**src/sv/fpci_pkg.sv**
```systemverilog
// shared types, constants and saturating helpers for the four-point cubic interpolator
package fpci_pkg;

  localparam int DATA_W = 32;
  localparam int ACC_W  = 64;
  localparam int NUM_IN = 9;

  typedef enum logic [1:0] {
    ST_OK    = 2'd0,
    ST_RANGE = 2'd1,
    ST_DIV0  = 2'd2
  } status_t;

  typedef enum logic [1:0] {
    ADD_C  = 2'd0,
    ADD_MC = 2'd1,
    ADD_VN = 2'd2
  } add_sel_t;

  // everything an item carries down the pipeline
  typedef struct packed {
    status_t                   status;
    logic                      chord_f;
    logic                      chord_c;
    logic signed [ACC_W-1:0]   vn;
    logic signed [ACC_W-1:0]   dv;
    logic signed [ACC_W-1:0]   dfo;
    logic signed [ACC_W-1:0]   dno;
    logic signed [ACC_W-1:0]   g;
    logic signed [ACC_W-1:0]   p;
    logic signed [ACC_W-1:0]   a;
    logic signed [ACC_W-1:0]   b;
    logic signed [ACC_W-1:0]   s;
    logic signed [ACC_W-1:0]   e;
    logic signed [ACC_W-1:0]   mf;
    logic signed [ACC_W-1:0]   mc;
    logic signed [ACC_W-1:0]   c;
    logic signed [ACC_W-1:0]   d;
    logic signed [ACC_W-1:0]   acc;
  } ctx_t;

  localparam logic signed [ACC_W-1:0] ACC_MAX = {1'b0, {(ACC_W-1){1'b1}}};
  localparam logic signed [ACC_W-1:0] ACC_MIN = {1'b1, {(ACC_W-1){1'b0}}};

  function automatic logic signed [ACC_W-1:0] sx(input logic [DATA_W-1:0] v);
    sx = {{(ACC_W-DATA_W){v[DATA_W-1]}}, v};
  endfunction

  function automatic logic [ACC_W-1:0] mag(input logic signed [ACC_W-1:0] v);
    mag = v[ACC_W-1] ? (~v + 1'b1) : v;
  endfunction

  function automatic logic signed [ACC_W-1:0] sadd(input logic signed [ACC_W-1:0] x,
                                                   input logic signed [ACC_W-1:0] y);
    logic signed [ACC_W:0] t;
    t = {x[ACC_W-1], x} + {y[ACC_W-1], y};
    if (t[ACC_W] != t[ACC_W-1]) sadd = t[ACC_W] ? ACC_MIN : ACC_MAX;
    else sadd = t[ACC_W-1:0];
  endfunction

  function automatic logic signed [ACC_W-1:0] ssub(input logic signed [ACC_W-1:0] x,
                                                   input logic signed [ACC_W-1:0] y);
    logic signed [ACC_W:0] t;
    t = {x[ACC_W-1], x} - {y[ACC_W-1], y};
    if (t[ACC_W] != t[ACC_W-1]) ssub = t[ACC_W] ? ACC_MIN : ACC_MAX;
    else ssub = t[ACC_W-1:0];
  endfunction

endpackage

```
**src/sv/fpci_front.sv**
```systemverilog
// front stages: differences of positions and values, range and divisor checks
module fpci_front (
  input  logic                              clk,
  input  logic                              rst,
  input  logic                              en,
  input  logic                              in_valid,
  input  logic [fpci_pkg::DATA_W-1:0]       value_outer_near,
  input  logic [fpci_pkg::DATA_W-1:0]       value_near,
  input  logic [fpci_pkg::DATA_W-1:0]       value_far,
  input  logic [fpci_pkg::DATA_W-1:0]       value_outer_far,
  input  logic [fpci_pkg::DATA_W-1:0]       pos_outer_near,
  input  logic [fpci_pkg::DATA_W-1:0]       pos_near,
  input  logic [fpci_pkg::DATA_W-1:0]       pos_far,
  input  logic [fpci_pkg::DATA_W-1:0]       pos_outer_far,
  input  logic [fpci_pkg::DATA_W-1:0]       query_pos,
  output logic                              out_valid,
  output fpci_pkg::ctx_t                    ctx_out
);

  logic           v1, v2;
  fpci_pkg::ctx_t c1, c2;
  fpci_pkg::ctx_t c1_next, c2_next, ctx_next;
  logic           out_range, g_zero, a_zero, b_zero;

  always_ff @(posedge clk) begin
    if (rst) begin
      v1        <= 1'b0;
      v2        <= 1'b0;
      out_valid <= 1'b0;
    end else if (en) begin
      v1        <= in_valid;
      v2        <= v1;
      out_valid <= v2;
    end
  end

  always_comb begin
    c1_next         = '0;
    c1_next.status  = fpci_pkg::ST_OK;
    c1_next.chord_f = (value_outer_far == value_far);
    c1_next.chord_c = (value_outer_near == value_near);
    c1_next.vn      = fpci_pkg::sx(value_near);
    c1_next.dv      = fpci_pkg::sx(value_far) - fpci_pkg::sx(value_near);
    c1_next.dfo     = fpci_pkg::sx(value_outer_far) - fpci_pkg::sx(value_far);
    c1_next.dno     = fpci_pkg::sx(value_outer_near) - fpci_pkg::sx(value_near);
    c1_next.g       = fpci_pkg::sx(pos_far) - fpci_pkg::sx(pos_near);
    c1_next.p       = fpci_pkg::sx(query_pos) - fpci_pkg::sx(pos_near);
    c1_next.a       = fpci_pkg::sx(pos_outer_far) - fpci_pkg::sx(pos_far);
    c1_next.b       = fpci_pkg::sx(pos_outer_near) - fpci_pkg::sx(pos_near);
  end

  always_comb begin
    c2_next   = c1;
    c2_next.s = c1.a + c1.g;
    c2_next.e = c1.g - c1.b;
  end

  always_comb begin
    ctx_next = c2;
    // range test takes priority over divisor checks
    if (out_range) ctx_next.status = fpci_pkg::ST_RANGE;
    else if (g_zero
             || (!c2.chord_f && (a_zero || c2.s == '0))
             || (!c2.chord_c && (b_zero || c2.e == '0)))
      ctx_next.status = fpci_pkg::ST_DIV0;
    else ctx_next.status = fpci_pkg::ST_OK;
  end

  always_ff @(posedge clk) begin
    if (en) begin
      c1        <= c1_next;
      c2        <= c2_next;
      out_range <= c1.p[fpci_pkg::ACC_W-1] || (c1.p > c1.g);
      g_zero    <= (c1.g == '0);
      a_zero    <= (c1.a == '0);
      b_zero    <= (c1.b == '0);
      ctx_out   <= ctx_next;
    end
  end

endmodule

```
**config.mk**
```make
export PLATFORM = sky130hd
export DESIGN_NAME = fpci_front
export DESIGN_NICKNAME = d
export VERILOG_FILES = /design/src/sv/fpci_pkg.sv /design/src/sv/fpci_front.sv
export SDC_FILE = /design/constraint.sdc
export NUM_CORES = 1
export LEC_CHECK = 0
export BUFFER_PORTS_ARGS = -buffer_cell sky130_fd_sc_hd__buf_2
export CAP_MARGIN = 10
export CORE_AREA = 2 2 492 494
export DETAILED_ROUTE_END_ITERATION = 10
export DIE_AREA = 0 0 494 496
export PLACE_DENSITY = 0.38
export REMOVE_ABC_BUFFERS = 1
export SLEW_MARGIN = 15
export SYNTH_ARGS = -nofsm -noshare
export SYNTH_HDL_FRONTEND = slang
export SYNTH_SLANG_ARGS = --single-unit
```
**constraint.sdc**
```tcl
create_clock -name clk -period 4.2 [get_ports clk]
set_input_delay 0.63 -clock clk [delete_from_list [all_inputs] [get_ports clk]]
set_output_delay 0.63 -clock clk [all_outputs]
set_load 0.03 [all_outputs]
```
==> impl_metrics.json, run 1 <==
{
  "dr.pass1.iters": 8,
  "die_area_mm2": 0.245,
  "cap_violations": 0,
  "drtIter0Drc": 1941,
  "clock_skew_ns": 0.0360,
  "path_cells": "dlygate4sd3_1, buf_2, ha_1, fa_1, nor2b_1, o21ai_0, a211oi_1, o21ai_0, a31o_2, a21oi_1, buf_4, a211oi_1, o31ai_1, nand2_1, a31o_2",
  "rsz0062_at_grt": "false",
  "hold_start": "value_near[29]",
  "antenna_found_initial": 74,
  "track_usage_pct": 15.4,
  "reg2reg_to": "c2[357]$_DFFE_PP_",
  "path_class": "in -> reg",
  "period_share_pct": 92.3,
  "vias": 34300,
  "grt_max_degree": 90,
  "min_path_type": "in -> reg",
  "relSlewSlack_pct": 31.1,
  "multi_input_area_mm2": 0.0166,
  "hold_slack_ns": 0.0966,
  "slew_viol_final": 0,
  "routed_via_density": 4.13,
  "hpwl_um": 160000,
  "dp_slack_ns": -0.0998,
  "ys.flop_type": "edfxtp_1",
  "wl_per_cell_um": 23.6,
  "cts_buffers": 135,
  "seq_area_frac_synth_pct": 60.3,
  "grt.busiest_layer": "met2",
  "gr-usage-met1_pct": 16.6,
  "setup_viol": 0,
  "ys_seq_elements": 1060,
  "layout_setup_ws_ns": 0.325,
  "placed_cells": 8010,
  "required_ns": 4.71,
  "dpl_cell_area_mm2": 0.0594,
  "io_pins": 1257,
  "use_met3_pct": 2.84,
  "status": "finished, final reports clean",
  "finish.net_count": 5611,
  "drc": 0,
  "min_to": "c1[925]$_DFFE_PP_",
  "path_clk_slew_ns": 0.06,
  "synth_edf_count": 1057,
  "final_area_mm2": 0.0640,
  "clock_latency_ns": 0.79,
  "die_w_um": 494,
  "critPathMaxStageDelay_ns": 0.57,
  "htree_levels": 4,
  "hold_viol": 0,
  "fillers": 24900,
  "synth.distinct_cells": 83,
  "grt_use_met2_pct": 29.1,
  "initial_core_util_pct": 22.0,
  "power_mw": 33.9,
  "min_path_cells": 1,
  "cts_root_buf": "clkbuf_16",
  "synth_area_mm2": 0.0528,
  "synthCells": 4060,
  "async_flop_share_pct": 0,
  "grt_overflow": 0,
  "powerDensity_mw_per_mm2": 529,
  "avgSynthCellArea_um2": 13.0,
  "grt_pass1_vias": 33700,
  "tns_ns": 0,
  "gp_congestion": 0.872,
  "die_y_um": 496,
  "port_buffers": 936,
  "fin_cells": 8295,
  "cts_buffer_depth": 3,
  "leakagePower_nw": 26.7,
  "vdd_ir_drop_max_uv": 255,
  "crit_buf_inv": 3,
  "ant_nets": 0,
  "min_period_ns": 3.88,
  "cp_data_arrival_time_ns": 4.38,
  "regArea_mm2": 0.0318,
  "post_cts_buffers": 0,
  "reg2reg_from": "c1[641]$_DFFE_PP_",
  "grt_pass1_wl_um": 263000,
  "rows": 180,
  "cts.sinks": 1060,
  "drive_gt1_share_pct": 25.6,
  "syn_to_final_growth_pct": 21.4,
  "rr_worst_depth": 11,
  "worst_pin_slew_ns": 1.03,
  "startpoint_type": "input port",
  "path_max_fanout": 3,
  "coreArea_mm2": 0.240,
  "yosys_warnings": 0,
  "drt_wl_total_um": 195000,
  "fmax_ghz": 0.258,
  "cts_tree": "done",
  "rrSetupSlack_ns": 0.37,
  "cpMaxStageDelayCell": "dlygate4sd3_1",
  "cp_top_family": "compound AO/OA/AOI/OAI gates",
  "final_core_util_pct": 26.7,
  "crit_path_end_kind": "register"
}
[registers in the layout, indices dropped and copies added (netlist names)]
| signal | flops |
|---|---|
| b_zero | 1 |
| v2 | 1 |
| c1 | 265 |
| v1 | 1 |
| a_zero | 1 |
| out_valid | 1 |
| c2 | 393 |
| out_range | 1 |
| ctx_out | 395 |
| g_zero | 1 |
[cells by family (layout without fill, tap and decap cells)]
| logic type | after synthesis | count (layout) | share of synthesized area (%) |
|---|---|---|---|
| AO/OA/AOI/OAI | 862 | 862 | 10.6 |
| other | 1 | 342 | 0.00711 |
| AND/OR/NAND/NOR | 641 | 641 | 6.24 |
| buffers and inverters | 905 | 1614 | 10.5 |
| adder cells (fa/ha/maj) | 332 | 332 | 8.00 |
| XOR/XNOR | 252 | 252 | 4.18 |
| multiplexers | 7 | 7 | 0.135 |
| flip-flops | 1060 | 1060 | 60.3 |
[report_power, final]
group	switching (mW)	total [mW]	internal, mW
combinational	5.04	7.53	2.50
clock	4.81	11.4	6.63
sequential	1.12	14.9	13.8
[routing by layer]
layer	part of all wire, %	wire length [um]
met1	37	72800
met2	54	105000
met3	4.7	9130
met4	4.5	8800
met5	0.020	40
[how the worst max path moves through the flow]
stage	from	endpoint	slack, ns	cells past startpoint
6_report	value_near[0]	c1[894]$_DFFE_PP_	0.32	15
4_1_cts	c1[640]$_DFFE_PP_	c2[414]$_DFFE_PP_	0.33	12
3_3_place_gp	pos_near[13]	c1[606]$_DFFE_PP_	-0.10	12
5_1_grt	c1[641]$_DFFE_PP_	c2[357]$_DFFE_PP_	0.08	11
3_5_place_dp	pos_near[13]	c1[606]$_DFFE_PP_	-0.1	12
2_1_floorplan	ctx_out[927]$_DFFE_PP_	ctx_out[927]	-2.72	0
[cell usage in the layout (no fill, tap or decap), types with 17 or more instances in the layout]
cell and n:
nor3_1 29, buf_2 935, dlygate4sd3_1 25, clkbuf_1 19
nor4_1 65, inv_1 277, o21bai_1 30, clkinv_1 21
nor2b_1 48, nor2_1 158, a41oi_1 22, edfxtp_1 1057
a21o_1 189, clkinv_2 19, buf_4 121, a31oi_1 32
diode_2 22, xor2_1 87, buf_12 17, o21a_1 28
nand3_1 41, a211oi_1 17, nand2_1 119, a21oi_1 232
o21ai_0 145, and3_1 22, nand4_1 65, conb_1 320
clkbuf_16 138, ha_1 323, xnor2_1 165, o21ai_1 36
nand2b_1 34
[synth_stat cells, drive strengths merged, types with 10 or more instances]
master     n  area (um2)
a21oi    234        1180
a31oi     33         213
a41oi     22         193
o211ai    12        90.1
xnor2    165        1450
nand2b    34         213
and2      13        81.3
edfxtp  1057       31700
a221oi    10         105
nor3      30         155
clkbuf    52         195
o21bai    30         225
a21o     189        1420
nor2b     48         300
o21a      28         210
and4      10        87.6
xor2      87         762
inv      277        1040
nand2    119         447
buf      576        4330
or3       11        68.8
ha       323        4040
a211oi    17         128
nand3     41         205
nor4      66         413
nor2     160         611
and3      22         138
o21ai    183         920
a31o      23         201
nand4     65         407
a21boi    11        82.6
[timing repair]
action	CTS	global route
hold endpoints to repair	27	0
gates resized for setup	0	0
hold buffers	25	0
[final cells by class]
class                   count  area share [%]
multi-input cells        2414            26.0
flip-flops and latches   1060            49.7
well taps                3185            6.22
clock inverters            81            1.29
clock buffers             157            5.50
inverters                 277            1.62
diodes                     22          0.0860
repair buffers           1099            9.67
Note: power is estimated with default switching activity, not from simulation.
==> inputs of run 2 (changes only) <==
--- a/config.mk
+++ b/config.mk
@@ -10,6 +10,7 @@
 export CORE_AREA = 2 2 492 494
 export DETAILED_ROUTE_END_ITERATION = 10
 export DIE_AREA = 0 0 494 496
+export GPL_ROUTABILITY_DRIVEN = 1
 export PLACE_DENSITY = 0.38
 export REMOVE_ABC_BUFFERS = 1
 export SLEW_MARGIN = 15
==> constraint.sdc (replaced) <==
create_clock -name clk -period 4.2 [get_ports clk]
set_input_delay 0.21 -clock clk [delete_from_list [all_inputs] [get_ports clk]]
set_output_delay 0.21 -clock clk [all_outputs]
set_load 0.03 [all_outputs]
==> run 2 against run 1 <==
Critical path type unchanged. Global-route usage grew 0.24 points. Flip-flop and latch count stayed put. Sequential share of layout area down 1.3 points. Clock-buffer cell count grew 3. Clock skew fell by 0.0013 ns.
==> impl_metrics.json, run 2 (same netlist as run 1, synthesis figures left out) <==
{
  "relSlewSlack_pct": 26.8,
  "layout_top_registers": "ctx_out x395, c2 x393, c1 x265",
  "cp_data_arrival_time_ns": 4.47,
  "ant_nets": 0,
  "period_share_pct": 93.7,
  "hold_viol": 0,
  "rows": 180,
  "track_usage_pct": 15.6,
  "final_core_util_pct": 27.5,
  "hpwl_um": 160000,
  "powerDensity_mw_per_mm2": 526,
  "drive_gt1_share_pct": 24.0,
  "drtIter0Drc": 1940,
  "die_area_mm2": 0.245,
  "cts.sinks": 1060,
  "rsz0062_at_grt": "false",
  "die_w_um": 494,
  "placed_cells": 7968,
  "setup_viol": 0,
  "vias": 34900,
  "status": "finished, final reports clean",
  "coreArea_mm2": 0.240,
  "final_area_mm2": 0.0658,
  "top_register": "ctx_out",
  "leakagePower_nw": 27.4,
  "grt_pass1_wl_um": 268000,
  "fin_cells": 8453,
  "vdd_ir_drop_max_uv": 258,
  "port_buffers": 936,
  "clock_latency_ns": 0.80,
  "initial_core_util_pct": 22.0,
  "path_class": "in -> reg",
  "gp_congestion": 0.850,
  "drc": 0,
  "final_common_cell": "edfxtp_1",
  "dr.pass1.iters": 7,
  "startpoint_type": "input port",
  "routed_via_density": 4.13,
  "path_max_fanout": 4,
  "min_path_type": "in -> reg",
  "required_ns": 4.74,
  "finish.net_count": 5759,
  "wl_per_cell_um": 23.5,
  "drt_wl_total_um": 198000,
  "cts_root_buf": "clkbuf_16",
  "tns_ns": 0,
  "clock_skew_ns": 0.0347,
  "path_clk_slew_ns": 0.06,
  "die_y_um": 496,
  "antenna_found_initial": 54,
  "worst_pin_slew_ns": 1.09,
  "cts_buffers": 134,
  "cap_violations": 0,
  "slew_viol_final": 0,
  "syn_to_final_growth_pct": 24.7,
  "final_cell_mix": "edfxtp_1, buf_2, ha_1",
  "grt_pass1_vias": 34900,
  "grt_overflow": 0,
  "cts_tree": "done",
  "io_pins": 1257,
  "min_period_ns": 3.93,
  "fmax_ghz": 0.254,
  "htree_levels": 4,
  "grt_max_degree": 122,
  "cts_buffer_depth": 3,
  "dpl_cell_area_mm2": 0.0590,
  "power_mw": 34.6,
  "largest_reg_flops": 395,
  "crit_path_end_kind": "register"
}
-- run 2: cell count changes in the layout (fill, tap and decap cells not counted), sizes merged --
cell and change:
dlygate4sd3 +191, inv -1, bufinv +9, clkinv -1, clkinvlp -2, clkbuf +3
diode +1, buf -42
-- run 2: area by class of cell --
class / count / area [um2]
fill: 24900 / 174000
sequential: 1060 / 31800
multi-input combinational: 2414 / 16600
timing repair buffer: 1248 / 7730
tap: 3185 / 3990
clock buffer: 160 / 3450
clock inverter: 86 / 1140
inverter: 277 / 1040
antenna: 23 / 57.6
-- run 2: path summary, 6_finish.rpt --
check | cells after the start | slack, ns | endpoint | startpoint
max | 15 | 0.27 | c1[798]$_DFFE_PP_ | value_far[2]
min reg2reg | 0 | 0.40 | c2[915]$_DFFE_PP_ | c1[915]$_DFFE_PP_
min | 3 | 0.07 | c1[460]$_DFFE_PP_ | pos_outer_near[12]
max reg2reg | 12 | 0.41 | c2[414]$_DFFE_PP_ | c1[640]$_DFFE_PP_
-- run 2: through the flow --
stage / setup slack (ns) / hold slack (ns)
after floorplan: -2.30 / 0.282
after global placement: 0.348 / 0.401
after detailed placement: 0.350 / 0.405
after CTS: 0.136 / 0.000114
after global routing: 0.0837 / 0.0391
final: 0.266 / 0.0668
-- run 2: worst max-delay path: stages --
cell           delay [ns]
dlygate4sd3_1        0.60
buf_2                0.15
inv_1                0.06
ha_1                 0.32
nor2b_1              0.16
o31ai_1              0.36
a211oi_1             0.17
nor3_2               0.32
o21ai_1              0.15
a211o_1              0.42
a221oi_1             0.42
a21oi_1              0.23
a31oi_1              0.26
xnor2_1              0.08
dlygate4sd3_1        0.54
-- run 2: timing repair --
action,in CTS,in global routing
gates resized for setup,0,1
endpoints found under the hold margin,230,0
setup buffers,0,0
hold buffers,216,0
endpoints found under the setup margin,0,1
-- run 2: routing by layer --
layer | wire [um] | global-route usage (%) | vias to the layer above
met2 | 105000 | 29.2 | 1277
met5 | 27 | 0 | -
met1 | 75000 | 17.0 | 17000
met4 | 9660 | 7.16 | 4
met3 | 8740 | 2.71 | 349
li1 | - | - | 16300
-- run 2: power by group --
part | switching (mW) | internal, mW | leakage (nW)
sequential | 1.16 | 13.8 | 10.4
clock | 4.96 | 7.09 | 2.20
combinational | 5.06 | 2.58 | 14.8
total | 11.2 | 23.5 | 27.4
==> inputs of run 3 (changes only) <==
--- a/config.mk
+++ b/config.mk
@@ -8,10 +8,11 @@
 export BUFFER_PORTS_ARGS = -buffer_cell sky130_fd_sc_hd__buf_2
 export CAP_MARGIN = 10
 export CORE_AREA = 2 2 492 494
+export CTS_CLUSTER_DIAMETER = 120
 export DETAILED_ROUTE_END_ITERATION = 10
 export DIE_AREA = 0 0 494 496
 export GPL_ROUTABILITY_DRIVEN = 1
-export PLACE_DENSITY = 0.38
+export PLACE_DENSITY = 0.48
 export REMOVE_ABC_BUFFERS = 1
 export SLEW_MARGIN = 15
 export SYNTH_ARGS = -nofsm -noshare
==> run 3 against run 2 <==
Critical path depth stayed put. Sequential share of layout area is 0.13 points higher. Final cell count is 0.13% higher. Core utilization is 0.075 points lower. Sequential power hardly changed. First-iteration DRC count is 9.8% higher. Clock power is 4% lower. Clock-buffer cell count is 8 lower. Critical endpoint is now c1[607]$_DFFE_PP_. Highest routed layer unchanged.
==> impl_metrics.json, run 3 (same netlist as run 1, synthesis figures left out) <==
{
  "status": "finished, final reports clean",
  "cts_root_buf": "clkbuf_16",
  "top_register": "ctx_out",
  "antenna_found_initial": 91,
  "io_pins": 1257,
  "drc": 0,
  "die_area_mm2": 0.245,
  "crit_path_end_kind": "register",
  "rows": 180,
  "initial_core_util_pct": 22.0,
  "tns_ns": 0,
  "use_met3_pct": 2.49,
  "min_period_ns": 3.85,
  "dr.pass1.iters": 5,
  "critPathMaxStageDelay_ns": 1.09,
  "grt_use_met2_pct": 30.9,
  "routed_via_density": 4.20,
  "final_cell_mix": "edfxtp_1, buf_2, ha_1",
  "clock_latency_ns": 0.80,
  "fmax_ghz": 0.260,
  "die_y_um": 496,
  "hold_viol": 0,
  "wl_per_cell_um": 24.0,
  "cap_violations": 0,
  "drt_wl_total_um": 203000,
  "worst_pin_slew_ns": 1.40,
  "drive_gt1_share_pct": 24.2,
  "final_core_util_pct": 27.4,
  "grt_pass1_wl_um": 272000,
  "cts_buffer_depth": 3,
  "grt_max_degree": 124,
  "port_buffers": 936,
  "relSlewSlack_pct": 5.40,
  "cts.sinks": 1060,
  "dp_slack_ns": 0.350,
  "powerDensity_mw_per_mm2": 520,
  "slew_viol_final": 0,
  "required_ns": 4.71,
  "cpMaxStageDelayCell": "o21ai_0",
  "path_cells": "dlygate4sd3_1, buf_2, ha_1, a21o_1, a21o_1, a21oi_1, o21ai_0, nor4_1, nor2_1, buf_4, a41o_1, a31o_2, a21oi_1, xnor2_1, dlygate4sd3_1",
  "period_share_pct": 91.6,
  "dpl_cell_area_mm2": 0.0590,
  "vdd_ir_drop_max_uv": 362,
  "grt_pass1_vias": 34400,
  "vias": 35600,
  "grt.busiest_layer": "met2",
  "layout_setup_ws_ns": 0.351,
  "coreArea_mm2": 0.240,
  "leakagePower_nw": 27.3,
  "cts_buffers": 132,
  "rsz0062_at_grt": "false",
  "finish.net_count": 5764,
  "largest_reg_flops": 395,
  "setup_viol": 0,
  "gr-usage-met1_pct": 16.6,
  "grt_overflow": 0,
  "layout_top_registers": "ctx_out x395, c2 x393, c1 x265",
  "startpoint_type": "input port",
  "path_clk_slew_ns": 0.06,
  "gp_congestion": 0.894,
  "clock_skew_ns": 0.0463,
  "post_cts_buffers": 0,
  "final_area_mm2": 0.0656,
  "cp_top_family": "compound AO/OA/AOI/OAI gates",
  "path_max_fanout": 4,
  "htree_levels": 4,
  "path_class": "in -> reg",
  "ant_nets": 0,
  "cp_data_arrival_time_ns": 4.36,
  "final_common_cell": "edfxtp_1",
  "drtIter0Drc": 2131,
  "syn_to_final_growth_pct": 24.4,
  "cts_tree": "done",
  "crit_buf_inv": 4,
  "track_usage_pct": 16.0,
  "hpwl_um": 166000,
  "die_w_um": 494,
  "min_path_type": "in -> reg",
  "power_mw": 34.1
}
-- run 3: cell count changes in the layout (fill, tap and decap cells not counted) --
cell        before  now
diode_2         23   35
buf_4           84   92
bufinv_16       18   11
clkbuf_1        26   19
clkinvlp_4       6   12
inv_6            7   11
clkinv_1        23   20
clkinv_16        6    3
clkinv_4         5    7
buf_12          12   11
clkbuf_16      134  133
clkinv_8         4    3
inv_16           2    3
inv_8            0    1
-- run 3: per-stage QoR --
stage,hold slack [ns],cells
after CTS,0.000855,8429
final,0.0718,8464
after detailed placement,0.405,7975
after global placement,0.401,7974
after global routing,0.0381,8452
after floorplan,0.282,3751
-- run 3: final cells by class --
type,count,area (um2)
sequential,1060,31800
clock buffer,152,3400
inverter,277,1040
tap,3185,3990
multi-input combinational,2414,16600
timing repair buffer,1255,7770
antenna,35,87.6
fill,24800,174000
clock inverter,86,938
-- run 3: worst paths after layout --
check                    startpoint                     end  slack [ns]  depth (start not counted)
hold reg to reg   c2[914]$_DFFE_PP_  ctx_out[914]$_DFFE_PP_        0.40                          0
hold / removal    pos_outer_near[1]       c1[449]$_DFFE_PP_        0.07                          4
setup reg to reg  c1[640]$_DFFE_PP_       c2[414]$_DFFE_PP_        0.38                         12
setup / recovery       query_pos[8]       c1[607]$_DFFE_PP_        0.35                         15
-- run 3: report_power, final --
part           switching [mW]  internal, mW  leakage [nW]
combinational            5.12          2.60          14.8
sequential               1.17          13.8          10.4
clock                    4.86          6.59          2.08
-- run 3: layer usage --
metal  share of wire (%)  vias to the layer above
li1                    -                    16300
met1                  36                    17300
met2                  54                     1521
met3                 4.6                      418
met4                 5.3                        8
met5               0.026                        -
-- run 3: worst register-to-register path: stages, from the launching register on --
cell,delay (ns)
edfxtp_1,0.56
ha_1,0.30
fa_1,0.40
a21o_1,0.21
o2bb2ai_1,0.15
o41a_1,0.43
a21oi_2,0.27
o22ai_2,0.16
a221oi_4,0.30
o21ai_1,0.11
o21a_1,0.21
nor2_4,0.34
xnor2_1,0.11
-- run 3: repair_timing --
| item | 4_1_cts | 5_1_grt |
|---|---|---|
| hold endpoints to repair | 236 | 0 |
| hold buffers | 216 | 0 |
| resized for setup | 0 | 0 |
